<file path="config.mk">
export PLATFORM = sky130hd
export DESIGN_NAME = link_connect_supervisor
export DESIGN_NICKNAME = d
export VERILOG_FILES = /design/src/hdl/lcs_pkg.sv /design/src/hdl/link_connect_supervisor.sv /design/src/hdl/lcs_csr.sv /design/src/hdl/lcs_core.sv
export SDC_FILE = /design/constraint.sdc
export NUM_CORES = 1
export LEC_CHECK = 0
export BUFFER_PORTS_ARGS = -buffer_cell sky130_fd_sc_hd__buf_2
export CAP_MARGIN = 20
export CORE_MARGIN = 3
export CORE_UTILIZATION = 25
export DETAILED_ROUTE_END_ITERATION = 6
export PLACE_DENSITY = 0.49
export SETUP_SLACK_MARGIN = 0.4
export SKIP_LAST_GASP = 1
export SYNTH_ARGS = -nofsm -noshare
export SYNTH_HDL_FRONTEND = slang
export SYNTH_SLANG_ARGS = --single-unit
export TNS_END_PERCENT = 1
</file>
<file path="constraint.sdc">
create_clock -name clock -period 11.1 [get_ports clock]
set_input_delay 2.22 -clock clock [delete_from_list [all_inputs] [get_ports clock]]
set_output_delay 2.22 -clock clock [all_outputs]
set_load 0.01 [all_outputs]
</file>
<file path="src/hdl/lcs_pkg.sv">
// Shared types and constants for the link connect supervisor.
`default_nettype none
package lcs_pkg;

   // Supervisor modes
   localparam logic [2:0] MODE_CONNECT = 3'd0;
   localparam logic [2:0] MODE_NORMAL  = 3'd1;
   localparam logic [2:0] MODE_REPORT  = 3'd2;
   localparam logic [2:0] MODE_WAIT    = 3'd3;
   localparam logic [2:0] MODE_DISC    = 3'd4;

   // Configuration register indexes
   localparam logic [1:0] CSR_RETRY_PERIOD  = 2'd0;
   localparam logic [1:0] CSR_MAX_ATTEMPTS  = 2'd1;
   localparam logic [1:0] CSR_WAIT_TIMEOUT  = 2'd2;
   localparam logic [1:0] CSR_REPORT_PERIOD = 2'd3;

   localparam int PERIOD_BITS = 24;
   localparam int LIMIT_BITS  = 8;
   localparam int CSR_ADDR_BITS = 2;

   localparam logic [PERIOD_BITS-1:0] RETRY_PERIOD_RST  = 24'd5000;
   localparam logic [LIMIT_BITS-1:0]  MAX_ATTEMPTS_RST  = 8'd3;
   localparam logic [PERIOD_BITS-1:0] WAIT_TIMEOUT_RST  = 24'd10000;
   localparam logic [PERIOD_BITS-1:0] REPORT_PERIOD_RST = 24'd60000;

   typedef struct packed {
      logic [PERIOD_BITS-1:0] retry_period_ticks;
      logic [LIMIT_BITS-1:0]  max_attempts;
      logic [PERIOD_BITS-1:0] wait_timeout_ticks;
      logic [PERIOD_BITS-1:0] report_period_ticks;
   } cfg_type;

   typedef struct packed {
      logic response_seen;
      logic report_built;
      logic report_due;
      logic send_ok;
      logic connect_ok;
   } req_type;

   typedef struct packed {
      logic       response_timeout;
      logic       report_requested;
      logic       message_popped;
      logic       link_closed;
      logic       send_tried;
      logic       connect_tried;
      logic [2:0] mode_now;
   } rsp_type;

endpackage
`default_nettype wire

</file>
<file path="src/hdl/link_connect_supervisor.sv">
// Top level of the link connect supervisor.
`default_nettype none
// Link connect supervisor, polled once per tick. Each req transaction carries the
// outcomes of this poll's outside actions; the block advances its mode machine
// (connecting, normal, send report, wait response, disconnected) and returns one rsp
// transaction with the new mode and the actions taken. Throughput is one
// transaction per clock while rsp is not backpressured: a transaction is held in the
// input register, the step logic runs between that register and the result register,
// and the next transaction follows right behind it. rsp_tvalid rises once the
// transaction has moved from the input register into the result register.
// Backpressure on rsp stalls the result register and then the input
// register. Configuration is written through csr_we/csr_addr/csr_wdata and should
// only change while no transaction is in flight. Disconnected is terminal until reset.
module link_connect_supervisor
   import lcs_pkg::*;
#(
   parameter int TIMER_BITS = 24,
   parameter int COUNT_BITS = 8
) (
   input  wire logic                     clock,
   input  wire logic                     reset,
   // request channel
   input  wire logic                     req_tvalid,
   output      logic                     req_tready,
   // [0] connect_ok, [1] send_ok, [2] report_due, [3] report_built,
   // [4] response_seen, [7:5] zero
   input  wire logic [7:0]               req_tdata,
   // response channel
   output      logic                     rsp_tvalid,
   input  wire logic                     rsp_tready,
   // [2:0] mode_now, [3] connect_tried, [4] send_tried, [5] link_closed,
   // [6] message_popped, [7] report_requested, [8] response_timeout, [15:9] zero
   output      logic [15:0]              rsp_tdata,
   // configuration write port
   input  wire logic                     csr_we,
   input  wire logic [CSR_ADDR_BITS-1:0] csr_addr,
   input  wire logic [PERIOD_BITS-1:0]   csr_wdata
);

   cfg_type cfg;

   // input stage
   logic    in_valid_ff, in_valid_in;
   req_type in_item_ff;

   // result stage
   logic    out_valid_ff, out_valid_in;
   rsp_type out_data_ff;

   rsp_type step_result;
   logic    advance;   // input stage moves into result stage (one poll executes)
   logic    req_take;

   assign advance   = in_valid_ff && (!out_valid_ff || rsp_tready);
   assign req_tready = !in_valid_ff || advance;
   assign req_take  = req_tvalid && req_tready;

   assign in_valid_in  = req_take || (in_valid_ff && !advance);
   assign out_valid_in = advance || (out_valid_ff && !rsp_tready);

   lcs_csr u_csr (
      .clock     (clock),
      .reset     (reset),
      .csr_we    (csr_we),
      .csr_addr  (csr_addr),
      .csr_wdata (csr_wdata),
      .cfg       (cfg)
   );

   lcs_core #(
      .TIMER_BITS (TIMER_BITS),
      .COUNT_BITS (COUNT_BITS)
   ) u_core (
      .clock   (clock),
      .reset   (reset),
      .step_en (advance),
      .item    (in_item_ff),
      .cfg     (cfg),
      .result  (step_result)
   );

   always_ff @(posedge clock) begin
      if (reset) begin
         in_valid_ff  <= 1'b0;
         out_valid_ff <= 1'b0;
      end else begin
         in_valid_ff  <= in_valid_in;
         out_valid_ff <= out_valid_in;
      end
   end

   // payload registers, no reset needed
   always_ff @(posedge clock) begin
      if (req_take) begin
         in_item_ff <= req_type'(req_tdata[4:0]);
      end
      if (advance) begin
         out_data_ff <= step_result;
      end
   end

   assign rsp_tvalid = out_valid_ff;
   assign rsp_tdata  = {7'b0, out_data_ff};

`ifndef SYNTH
   // a waiting input transaction always lands in an empty result stage
   a_no_drop : assert property (@(posedge clock) disable iff (reset)
      in_valid_ff && !out_valid_ff |=> out_valid_ff)
      else $error("input transaction not moved to result stage");

   // disconnected is terminal: next result is disconnected too
   a_disc_terminal : assert property (@(posedge clock) disable iff (reset)
      rsp_tvalid && rsp_tready && out_data_ff.mode_now == MODE_DISC
      |=> !rsp_tvalid || out_data_ff.mode_now == MODE_DISC)
      else $error("left disconnected mode");

   // no action flags once disconnected
   a_disc_quiet : assert property (@(posedge clock) disable iff (reset)
      rsp_tvalid && out_data_ff.mode_now == MODE_DISC |-> rsp_tdata[8:3] == '0)
      else $error("action flagged in disconnected mode");

   // a dropped link follows a send and returns to connecting
   a_close_path : assert property (@(posedge clock) disable iff (reset)
      rsp_tvalid && out_data_ff.link_closed
      |-> out_data_ff.send_tried && out_data_ff.mode_now == MODE_CONNECT)
      else $error("link close without send or wrong mode");
`endif

endmodule
`default_nettype wire

</file>
<file path="src/hdl/lcs_csr.sv">
// Configuration register file for the link connect supervisor.
`default_nettype none
module lcs_csr
   import lcs_pkg::*;
(
   input  wire logic                     clock,
   input  wire logic                     reset,
   input  wire logic                     csr_we,
   input  wire logic [CSR_ADDR_BITS-1:0] csr_addr,
   input  wire logic [PERIOD_BITS-1:0]   csr_wdata,
   output cfg_type                       cfg
);

   cfg_type cfg_ff;
   cfg_type cfg_in;

   always_comb begin
      cfg_in = cfg_ff;
      if (csr_we) begin
         unique case (csr_addr)
            CSR_RETRY_PERIOD:  cfg_in.retry_period_ticks  = csr_wdata;
            CSR_MAX_ATTEMPTS:  cfg_in.max_attempts        = csr_wdata[LIMIT_BITS-1:0];
            CSR_WAIT_TIMEOUT:  cfg_in.wait_timeout_ticks  = csr_wdata;
            CSR_REPORT_PERIOD: cfg_in.report_period_ticks = csr_wdata;
            default:           cfg_in = cfg_ff;
         endcase
      end
   end

   always_ff @(posedge clock) begin
      if (reset) begin
         cfg_ff.retry_period_ticks  <= RETRY_PERIOD_RST;
         cfg_ff.max_attempts        <= MAX_ATTEMPTS_RST;
         cfg_ff.wait_timeout_ticks  <= WAIT_TIMEOUT_RST;
         cfg_ff.report_period_ticks <= REPORT_PERIOD_RST;
      end else begin
         cfg_ff <= cfg_in;
      end
   end

   assign cfg = cfg_ff;

endmodule
`default_nettype wire

</file>
<file path="src/hdl/lcs_core.sv">
// Supervisor state (mode, tick timer, attempt count) and per-poll step logic.
`default_nettype none
module lcs_core
   import lcs_pkg::*;
#(
   parameter int TIMER_BITS = 24,
   parameter int COUNT_BITS = 8
) (
   input  wire logic clock,
   input  wire logic reset,
   input  wire logic step_en,
   input  req_type   item,
   input  cfg_type   cfg,
   output rsp_type   result
);

   localparam int TW = (TIMER_BITS > PERIOD_BITS) ? TIMER_BITS : PERIOD_BITS;
   localparam int CW = (COUNT_BITS > LIMIT_BITS) ? COUNT_BITS : LIMIT_BITS;
   localparam logic [TIMER_BITS-1:0] TIMER_MAX = '1;
   localparam logic [COUNT_BITS-1:0] COUNT_MAX = '1;

   logic [2:0]            mode_ff, mode_in;
   logic [TIMER_BITS-1:0] timer_ff, timer_in;
   logic [COUNT_BITS-1:0] count_ff, count_in;

   logic [TIMER_BITS-1:0] timer_inc;
   logic [TW-1:0]         timer_ext;
   logic [CW-1:0]         count_ext;
   logic [CW-1:0]         limit_ext;
   logic                  retry_due, report_elapsed, wait_elapsed, give_up;

   assign timer_inc = (timer_ff == TIMER_MAX) ? timer_ff : timer_ff + 1'b1;
   assign timer_ext = TW'(timer_inc);
   assign count_ext = CW'(count_ff);
   assign limit_ext = CW'(cfg.max_attempts);

   assign retry_due      = timer_ext >= TW'(cfg.retry_period_ticks);
   assign report_elapsed = timer_ext >= TW'(cfg.report_period_ticks);
   assign wait_elapsed   = timer_ext >= TW'(cfg.wait_timeout_ticks);
   assign give_up        = (cfg.max_attempts != '0) && (count_ext >= limit_ext);

   always_comb begin
      mode_in  = mode_ff;
      timer_in = timer_inc;
      count_in = count_ff;
      result   = '0;
      unique case (mode_ff)
         MODE_CONNECT: begin
            if (count_ff == '0) begin
               result.connect_tried = 1'b1;
               count_in = COUNT_BITS'(1);
               timer_in = '0;
               if (item.connect_ok) mode_in = MODE_NORMAL;
            end else if (give_up) begin
               mode_in = MODE_DISC;
            end else if (retry_due) begin
               result.connect_tried = 1'b1;
               timer_in = '0;
               if (count_ff != COUNT_MAX) count_in = count_ff + 1'b1;
               if (item.connect_ok) mode_in = MODE_NORMAL;
            end
         end
         MODE_NORMAL: begin
            result.message_popped = 1'b1;
            result.send_tried     = 1'b1;
            if (!item.send_ok) begin
               result.link_closed = 1'b1;
               mode_in  = MODE_CONNECT;
               count_in = '0;
            end else if (report_elapsed) begin
               timer_in = '0;
               if (item.report_due) mode_in = MODE_REPORT;
            end
         end
         MODE_REPORT: begin
            result.report_requested = 1'b1;
            if (item.report_built) begin
               result.send_tried = 1'b1;
               if (item.send_ok) begin
                  mode_in  = MODE_WAIT;
                  timer_in = '0;
               end else begin
                  result.link_closed = 1'b1;
                  mode_in  = MODE_CONNECT;
                  count_in = '0;
               end
            end
         end
         MODE_WAIT: begin
            if (item.response_seen) begin
               mode_in  = MODE_NORMAL;
               timer_in = '0;
            end else if (wait_elapsed) begin
               result.response_timeout = 1'b1;
               mode_in  = MODE_NORMAL;
               timer_in = '0;
            end
         end
         default: begin
            mode_in = MODE_DISC;
         end
      endcase
      result.mode_now = mode_in;
   end

   always_ff @(posedge clock) begin
      if (reset) begin
         mode_ff  <= MODE_CONNECT;
         timer_ff <= '0;
         count_ff <= '0;
      end else if (step_en) begin
         mode_ff  <= mode_in;
         timer_ff <= timer_in;
         count_ff <= count_in;
      end
   end

endmodule
`default_nettype wire

</file>
==> impl_metrics.tcl <==
set metrics [dict create \
    critical_path_required_ps 11410 \
    met1Wirelength_um 10360 \
    rsz0062_at_grt "false" \
    die_y_um 181.2 \
    dr_total_vias 6358 \
    antenna_cells 0 \
    cts-root-buf "clkbuf_16" \
    row_count 63 \
    met2_length_um 9563 \
    ctsHoldBuffers 0 \
    tightest_slew_ps 1085 \
    netlist_top_cells_area "dfxtp_1 31%, ha_1 14%, nand2_1 9.3%" \
    synth_seq_area_share_pct 36.00 \
    drive_gt1_share_pct 11.10 \
    fin_nets 1092 \
    dieWidth_um 181.2 \
    final_common_cell "nand2_1" \
    first_iter_violations 354 \
    dieArea_um2 32840 \
    synth_edf_count 14 \
    finalSetupViolCount 0 \
    maxCapViolCount 0 \
    drc 0 \
    htreeDepth 4 \
    max_freq_ghz 0.1772 \
    switchingPower_w 0.0003005 \
    grt_pass1_wl_um 34000 \
    ys_types 62 \
    syn_avg_cell_area_um2 8.156 \
    dp_hpwl_um 15310 \
    cp_max_fo 14 \
    max_stage_delay_ps 750 \
    relSlewSlack_pct 27.47 \
    hp-class "reg -> reg" \
    async_flop_share_pct 0 \
    antenna_found_initial 0 \
    routed_wl_um 21040 \
    wl_met3_um 836 \
    port_buffers 46 \
    grt_use_total_pct 13.03 \
    numCtsBuffers 17 \
    syn2layout_area_growth_pct 14.77 \
    num-fill-cells 3262 \
    first_pass_iters 4 \
    min_period_ps 5643 \
    cp-end-kind "flip-flop" \
    p_per_area_nw_per_um2 132.9 \
    cts.repair.resized 0 \
    fin_crit_sh_pct 50.84 \
    setup_tns_ps 0 \
    intPower_w 0.0008704 \
    synth_area_um2 7675 \
    core_um2 29950 \
    cts_max_path_buffers 2 \
    skew_ps 13.58 \
    yosysTopAreaCellShare_pct 30.52 \
    ir_worst_vdd_mv 0.1052 \
    clock_sinks 131 \
    gp_congestion 0.7912 \
    clk_pin_slew_ps 60 \
    path_common_cell "nand2_1" \
    synth_ff_type "dfxtp_1" \
    path_class "reg -> reg" \
    ys_ff_latch 131 \
    io_pins 57 \
    power_frac_clock_pct 48.2 \
    tritoncts "built" \
    switching_share_pct 25.67 \
    pre_cts_slack_ps 5570 \
    seqPwrFrac_pct 42.9 \
    final.setup.worst_slack_ps 5457 \
    post_cts_buffers 0 \
    finalHoldViolations 0 \
    crit_chain "nand4_1, or2_1, or4_4, nand2_1, nor3_1, nand3_1, xnor2_1, ha_1, a21o_1, a221o_1, a221oi_1, nand2_1, o2111ai_1, a21oi_1, o2bb2ai_1" \
    slew_viol_final 0 \
    yosysWarnings 0 \
    grt_max_degree 55 \
    yosys.area.top_type "dfxtp_1" \
    grt-ovfl-total 0 \
    syn_inst 941 \
    via_per_inst 4.634 \
    dr.max_layer_used "met4" \
    outcome "completed" \
    final_cell_mix "191 x nand2_1, 117 x dfxtp_1, 95 x a21oi_1" \
    wl_per_cell_um 15.34 \
    leakagePower_nw 3.521 \
    critPathLaunchType "flip-flop" \
    antenna_left 0 \
    cp_slowest_cell "o2111ai_1" \
    pwr-share-comb_pct 8.8 \
    insertion_delay_ps 430 \
    worstPathArrival_ps 5950 \
    initial_utilization_pct 25.62 \
    r2r_slack_ps 5460 \
    grt_pass1_vias 6176 \
]
## routing by layer
layer  track usage (%)  vias to the layer above
li1                  -                     3279
met1             17.67                     2956
met2             20.93                      108
met3             2.798                       15
met4             3.656                        0
met5                 0                        -
## registers in the layout (all words and copies together) (netlist names)
signal and flops:
in_item_ff 5, in_valid_ff 1, rsp_tdata 9, rsp_tvalid 1, u_core.count_ext 8, u_core.mode_ff 3, u_core.timer_ff 24, u_csr.cfg 80
## power groups by stage
| stage | Sequential (W) | Combinational, W | Clock, W |
|---|---|---|---|
| finish | 0.000502 | 0.000104 | 0.000565 |
| global route | 0.000504 | 0.000118 | 0.000598 |
| CTS | 0.000503 | 0.000105 | 0.000579 |
| detailed placement | 0.000513 | 0.000104 | 0 |
| global placement | 0.000513 | 0.000103 | 0 |
| floorplan | 0.000512 | 0.0000693 | 0 |
## metrics by stage
step	instances	hold slack [ps]	utilization [%]	power [W]	instance area, um^2
finish	1372	451.3	29.41	0.001171	8808
global route	1372	472.5	29.41	0.001220	8808
CTS	1372	455.1	29.41	0.001187	8808
detailed placement	1341	446.3	27.46	0.0006170	8224
global placement	1341	442.9	27.46	0.0006160	8224
floorplan	947	436.3	-	0.0005810	7697
## worst max-delay path, delay by kind of cell, from the launching register on
family / cells / cell delay [ps]
simple gates: 7 / 1950
compound gates: 6 / 2500
flops: 1 / 500
fa+ha+maj: 1 / 330
xor+xnor: 1 / 230
## layout make-up
class | instances | area [um^2] | share of cell area, %
Sequential cell | 131 | 2763 | 31.36
Inverter | 88 | 330.3 | 3.750
Timing Repair Buffer | 52 | 275.3 | 3.125
Multi-Input combinational cell | 680 | 4368 | 49.59
Clock inverter | 12 | 131.4 | 1.491
Tap cell | 390 | 488.0 | 5.540
Clock buffer | 19 | 452.9 | 5.142
## final timing paths
| kind | start | end | depth (start not counted) |
|---|---|---|---|
| max | u_core.timer_ff[2] | u_core.count_ext[5] | 15 |
| min | u_csr.cfg[18] | u_csr.cfg[18] | 2 |
| max reg2reg | u_core.timer_ff[2] | u_core.count_ext[5] | 15 |
| min reg2reg | u_csr.cfg[18] | u_csr.cfg[18] | 2 |
## kinds of logic after synthesis
| kind of cell | count (synthesis) | share of synthesized area (%) |
|---|---|---|
| AND/OR/NAND/NOR | 354 | 21.18 |
| AO/OA/AOI/OAI | 195 | 17.04 |
| buffers and inverters | 136 | 7.450 |
| flip-flops | 131 | 36.00 |
| adder cells (fa/ha/maj) | 83 | 13.53 |
| XOR/XNOR | 40 | 4.565 |
| other | 1 | 0.04886 |
| multiplexers | 1 | 0.1956 |
## synth_stat cells (3+ instances only)
master / count
xnor2_1: 23
or3_1: 6
ha_1: 83
o41ai_4: 3
a32o_1: 6
inv_1: 88
nor2b_1: 5
xor2_1: 17
buf_6: 3
nor2_2: 10
o2bb2ai_1: 6
o211ai_1: 25
nand2_1: 191
a21oi_1: 95
a2111oi_0: 3
nor3_1: 25
a211oi_1: 3
o21ai_0: 13
a21o_1: 9
edfxtp_1: 14
nand2b_1: 6
buf_4: 9
nand4_1: 16
a22oi_1: 6
or2_2: 3
and4_1: 3
and3_1: 6
dfxtp_1: 117
nand3b_1: 3
nor2_1: 37
clkbuf_1: 31
nand3_1: 23
nor4_1: 8
buf_2: 4
o21a_1: 8
(Power assumes the default switching activity.)
